--- config.mk ---
export PLATFORM = sky130hd
export DESIGN_NAME = gfa_ram
export DESIGN_NICKNAME = d
export VERILOG_FILES = /design/src/design/assert_macros.svh /design/src/design/gfa_ram.sv
export SDC_FILE = /design/constraint.sdc
export NUM_CORES = 2
export LEC_CHECK = 0
export BUFFER_PORTS_ARGS = -buffer_cell sky130_fd_sc_hd__buf_2
export CAP_MARGIN = 15
export CORE_ASPECT_RATIO = 2
export CORE_UTILIZATION = 25
export CTS_BUF_LIST = sky130_fd_sc_hd__clkbuf_8
export DETAILED_ROUTE_END_ITERATION = 8
export HOLD_SLACK_MARGIN = 0.15
export PLACE_DENSITY = 0.42
export SETUP_SLACK_MARGIN = 0.02
export SLEW_MARGIN = 5
export SYNTH_ARGS = -nofsm -noshare
export SYNTH_HDL_FRONTEND = slang
export SYNTH_SLANG_ARGS = --single-unit
--- constraint.sdc ---
create_clock -name clk -period 2.66 [get_ports clk]
set_input_delay 0.399 -clock clk [delete_from_list [all_inputs] [get_ports clk]]
set_output_delay 0.399 -clock clk [all_outputs]
set_load 0.03 [all_outputs]
--- src/design/assert_macros.svh ---
// Assertion macros for the RTL of the GF(2^m) ALU.
`ifndef ASSERT_MACROS_SVH
`define ASSERT_MACROS_SVH
`ifndef SYNTHESIS
// Same-cycle implication under reset.
`define ASSERT_IMP(label, ck, rn, ante, cons) \
    label: assert property (@(posedge ck) disable iff (!rn) (ante) |-> (cons)) \
        else $error("assertion failed: same-cycle implication");
// Next-cycle implication under reset.
`define ASSERT_NXT(label, ck, rn, ante, cons) \
    label: assert property (@(posedge ck) disable iff (!rn) (ante) |=> (cons)) \
        else $error("assertion failed: next-cycle implication");
`else
`define ASSERT_IMP(label, ck, rn, ante, cons)
`define ASSERT_NXT(label, ck, rn, ante, cons)
`endif
`endif

--- src/design/gfa_ram.sv ---
// Generic single-write, single-read RAM with registered read.
module gfa_ram #(
    parameter int WIDTH = 8,
    parameter int DEPTH = 256
) (
    input  logic                     clk,
    input  logic                     wr_en,
    input  logic [$clog2(DEPTH)-1:0] wr_addr,
    input  logic [WIDTH-1:0]         wr_data,
    input  logic                     rd_en,
    input  logic [$clog2(DEPTH)-1:0] rd_addr,
    output logic [WIDTH-1:0]         rd_data
);

    logic [WIDTH-1:0] mem [DEPTH];

    always_ff @(posedge clk)
    begin
        if (wr_en)
        begin
            mem[wr_addr] <= wr_data;
        end
    end

    always_ff @(posedge clk)
    begin
        if (rd_en)
        begin
            rd_data <= mem[rd_addr];
        end
    end

endmodule

-- Word-level counts from Yosys, hierarchy flattened
Memories as Yosys holds them, arrays and structs flattened. A register that Yosys moved wholly into a read port is not among the register bits.
Cells that the tools add are included.
- bits in latches: 0
- bits of input ports: 27
- memory bits (read-only): 0
- memories: 1
- output and inout bits: 8
- memory bits (writable): 2048
- bits in registers: 0
- mux-type cells: 2
- divide/modulo/power cells: 0
- bitwise logic cells: 0
- reductions and logical operators: 0
- equality and inequality tests: 0
- multipliers: 0
- $add $sub $neg: 0
- $lt $le $gt $ge: 0
- shift-type cells: 0
- memory list (memory ; words ; bits a word ; rd ports ; clocked after memory_dff ; write ports ; RTL line ; RTL):
    mem ; 256 ; 8 ; 1 ; 1 ; 1 ; gfa_ram.sv:15 ; logic [WIDTH-1:0] mem [DEPTH];
- operators with widths (cell ; number):
    $mux W1 ; 2

-- Longest topological paths before layout
- word-level depth: 2
- mapped depth: 11
- gate-level depth less buffers: 6

-- Worst setup path before layout
No wires, ideal clock.
- path kind: input port to flip-flop
- start point: input rd_addr[0]
- end point: register rd_data[2] (read register of mem) (data pin)
- stages: 9
- slack: 185 ps
- data required time: 2391 ps
- buffers on the path: 4
- arrival: 2206 ps
- cell sequence: buf_6 -> buf_12 -> buf_8 -> buf_2 -> mux4_2 -> a22oi_1 -> a21oi_1 -> nor4_1 -> nor4_2
- RTL lines (item ; RTL line ; RTL):
    start: declaration ; gfa_ram.sv:11 ; input logic [$clog2(DEPTH)-1:0] rd_addr,
    end: declaration ; gfa_ram.sv:12 ; output logic [WIDTH-1:0] rd_data

==> run summary <==
GLOBAL ROUTING
------------------------------------------------------------------------------------------
Vias in the first global route ..............................................        44500
Maximum number of pins on one net before global-route repair ................          102
GR Overflow Total ...........................................................            0
Total Routing Usage GR ......................................................        0.156
Antenna violations before repair ............................................           18
Global-route wire length before repair ......................................    353000 um

TIMING
------------------------------------------------------------------------------------------
F_max .......................................................................    0.384 GHz
Total negative setup slack ..................................................         0 ns
Part of the cycle the worst path needs ......................................        0.979
RSZ-0062 raised after global routing ........................................        false
Worst Clk Skew ..............................................................    0.0681 ns
Relative max-transition margin ..............................................        0.354
Total of endpoints with negative setup slack in the final report ............            0
Final Hold Slack ............................................................     0.284 ns
Final Critical Period .......................................................      2.60 ns
Slew of the pin with the lowest slew margin .................................     0.970 ns
Final Hold Viols ............................................................            0
Max Slew Vio Count ..........................................................            0

PWR
------------------------------------------------------------------------------------------
Leakage component of the power ..............................................      30.5 nW
Cell Pwr Density ............................................................  663 mW/mm^2
Total power of the final layout .............................................      63.5 mW
Peak supply drop ............................................................       452 uV

CLOCKING
------------------------------------------------------------------------------------------
Clk Tree Root Cell ..........................................................     clkbuf_8
H-tree depth ................................................................            5
Clk buf depth ...............................................................            4
Clock sink count ............................................................         2056
Post-CTS setup repair buffer count ..........................................            0
Total CTS buffers ...........................................................          290
Clock edge transition at the registers on the reported setup and hold paths .      0.06 ns
Clk_lat worst skew ..........................................................      0.96 ns
CTS tree ....................................................................         done

FLOORPLAN
------------------------------------------------------------------------------------------
Standard-cell rows ..........................................................          292
Die height ..................................................................       800 um
Chip Width ..................................................................       401 um
Die area ....................................................................   0.321 mm^2
I/O Pins ....................................................................           35
Initial Utilization .........................................................        0.252
Core region area ............................................................   0.316 mm^2

FLOW RUN
------------------------------------------------------------------------------------------
Maxcap violations ...........................................................            0

SYNTH
------------------------------------------------------------------------------------------
Post-synthesis async set-or-reset flop share ................................            0
Mean instance size in the synthesized netlist ...............................    21.3 um^2
Share of the synthesized area in the top cell type ..........................        0.775
Top cells by count, synth ................................................... edfxtp_1 (2056), mux4_2 (454), nor2_1 (282), mux2i_1 (134), a22oi_1 (133)
Cell with the most instances after synthesis ................................     edfxtp_1
Sequential-to-total area share from yosys stat ..............................        0.775
Cell types occupying the most area after synthesis .......................... edfxtp_1 (78%), mux4_2 (13%), mux2i_1 (1.7%), nor2_1 (1.3%), a22oi_1 (1.3%)
Number of unique standard cell types used by synthesis ......................           54
Instance count of the mapped netlist ........................................         3733
Post-synth EDFFs ............................................................         2056
Synth Flop Type .............................................................     edfxtp_1
Warnings, synthesis .........................................................            0
Library cell occupying the most area in the post-synthesis netlist ..........     edfxtp_1
Synthesized netlist net count ...............................................         3760
Synthesis-stage register bit count ..........................................         2056
Area of the mapped netlist ..................................................  0.0796 mm^2

FINISH
------------------------------------------------------------------------------------------
Fraction of layout instances using a drive strength above 1 .................        0.339
Total Nets Final ............................................................         4591
Synthesis-to-finish area growth .............................................        20.2%
Number of filler instances in the final layout ..............................        31000
Final core utilization ......................................................        0.303
Sequential standard cell area ...............................................  0.0617 mm^2
Area taken by multi-input logic gates .......................................  0.0167 mm^2
Number of non-filler instances in the completed layout ......................         8891

CRITICAL PATH
------------------------------------------------------------------------------------------
Crit path max-delay cell type ...............................................       mux4_2
Worst Setup Path Type .......................................................   reg -> reg
Critical Path End Type ......................................................    flip-flop
Cell Chain, Critical Path ................................................... mux4_2, mux4_2, nor2b_1, nor4_2, buf_4, buf_4, nor4_1
Data arrival time at the worst-slack endpoint ...............................      3.26 ns
Worst Setup Start Kind ......................................................    flip-flop
Critical Path Max Stage Delay ...............................................      0.52 ns
CP Buf/Inv Count ............................................................            2
Crit path required time .....................................................      3.32 ns
Crit-path max FO ............................................................            1
Top delay family on crit path ............................................... multiplexers

ROUTE
------------------------------------------------------------------------------------------
Number of detailed-route iterations in the first pass .......................            5
Violation count after the first detailed-routing iteration ..................         2776
Total detailed-routing wirelength ...........................................    252000 um
Detailed-route vias per instance ............................................         4.56
Number of DRC violations after detailed routing .............................            0
Average wire per standard cell ..............................................      28.3 um
Antenna Violating Nets Remaining ............................................            0
Total via count in the routed design ........................................        40500

PLACED DESIGN
------------------------------------------------------------------------------------------
Count of port buffers added during placement ................................           34
Number of cells after detailed placement ....................................         8375
Post-detailed-placement half-perimeter wirelength ...........................    176000 um
Routability congestion estimate .............................................        0.800

OUTCOME
------------------------------------------------------------------------------------------
Run status .................................................................. finished, final reports clean

HOLD PATH
------------------------------------------------------------------------------------------
Worst hold path class .......................................................    in -> reg

worst paths after layout:
check / start / cells after the start / end / slack [ns]
worst max-delay path: mem[83][1] / 7 / rd_data[1] / 0.06
worst min-delay path: wr_addr[3] / 5 / mem[220][5] / 0.28
worst max register to register: mem[83][1] / 7 / rd_data[1] / 0.06
worst min register to register: mem[36][0] / 6 / rd_data[0] / 1.22
per-layer routing:
| layer | part of all wire | vias to the layer above | global-route usage |
|---|---|---|---|
| met4 | 0.036 | 4 | 0.0576 |
| met1 | 0.35 | 22000 | 0.159 |
| met2 | 0.58 | 856 | 0.316 |
| met3 | 0.034 | 338 | 0.0200 |
| met5 | 0.000087 | - | 0 |
| li1 | - | 17400 | - |
what timing repair did:
action                                 in CTS  in global routing
pin swaps                                   1                  2
hold buffers                               13                  0
gates cloned                                0                  0
resized for setup                          15                  4
endpoints found under the hold margin    1244                  0
setup endpoints to repair                   7                  1
sequential cells by signal, summed over array words and instances (netlist names):
name,count
rd_data,8
mem,2048
metrics by stage:
stage	setup slack [ns]	area [um^2]
detailed placement	-1.33	90300
finish	0.0555	95800
global route	0.0316	95700
CTS	-0.0309	95700
global placement	-1.83	90300
floorplan	0.185	79600
cell type report:
| class | instances | area share |
|---|---|---|
| timing repair buffer | 772 | 0.0728 |
| multi-input combinational | 1442 | 0.174 |
| tap | 4116 | 0.0538 |
| clock inverter | 197 | 0.0114 |
| clock buffer | 297 | 0.0427 |
| sequential | 2056 | 0.645 |
| inverter | 2 | 0.0000784 |
| antenna | 9 | 0.000235 |
cell usage in the layout, fill, tap and decap left out, types with 13 or more instances in the layout:
cell | Yosys | layout
nor2b_1 | 31 | 28
a22oi_1 | 133 | 132
nand2_1 | 33 | 33
a21oi_1 | 96 | 95
a211oi_1 | 16 | 14
buf_4 | 27 | 636
nor4_1 | 24 | 15
mux2i_1 | 134 | 134
clkinv_2 | 0 | 31
buf_2 | 31 | 23
nand3_1 | 34 | 25
buf_12 | 8 | 90
clkbuf_8 | 0 | 297
nor2_1 | 282 | 279
clkinv_1 | 1 | 71
o221ai_1 | 46 | 45
mux4_2 | 454 | 454
o22ai_1 | 28 | 28
edfxtp_1 | 2056 | 2056
inv_1 | 1 | 74
nor3_1 | 22 | 17
dlygate4sd3_1 | 0 | 13
worst reg2reg max path, delay by kind of cell (launching register included):
kind	cells	cell delay (ns)
muxes	2	1.01
DFF	1	0.36
buffers and inverters	2	0.40
and+or+nand+nor	3	0.56
power breakdown:
part / switching [mW] / total, mW / internal [mW]
registers: 0.0492 / 35.8 / 35.7
logic: 2.51 / 4.11 / 1.59
clock network: 12.3 / 23.6 / 11.3
total: 14.8 / 63.5 / 48.6
cells by family (layout without fill, tap and decap cells):
family                 after synthesis  after routing  synth area share
DFF                               2056           2056             0.775
buffers and inverters              235           1268            0.0183
other                                0              9                 0
muxes                              591            591             0.146
and+or+nand+nor                    466            466            0.0263
AOI/OAI and AO/OA                  385            385            0.0342
No activity file was read; power rests on OpenSTA's default activity.
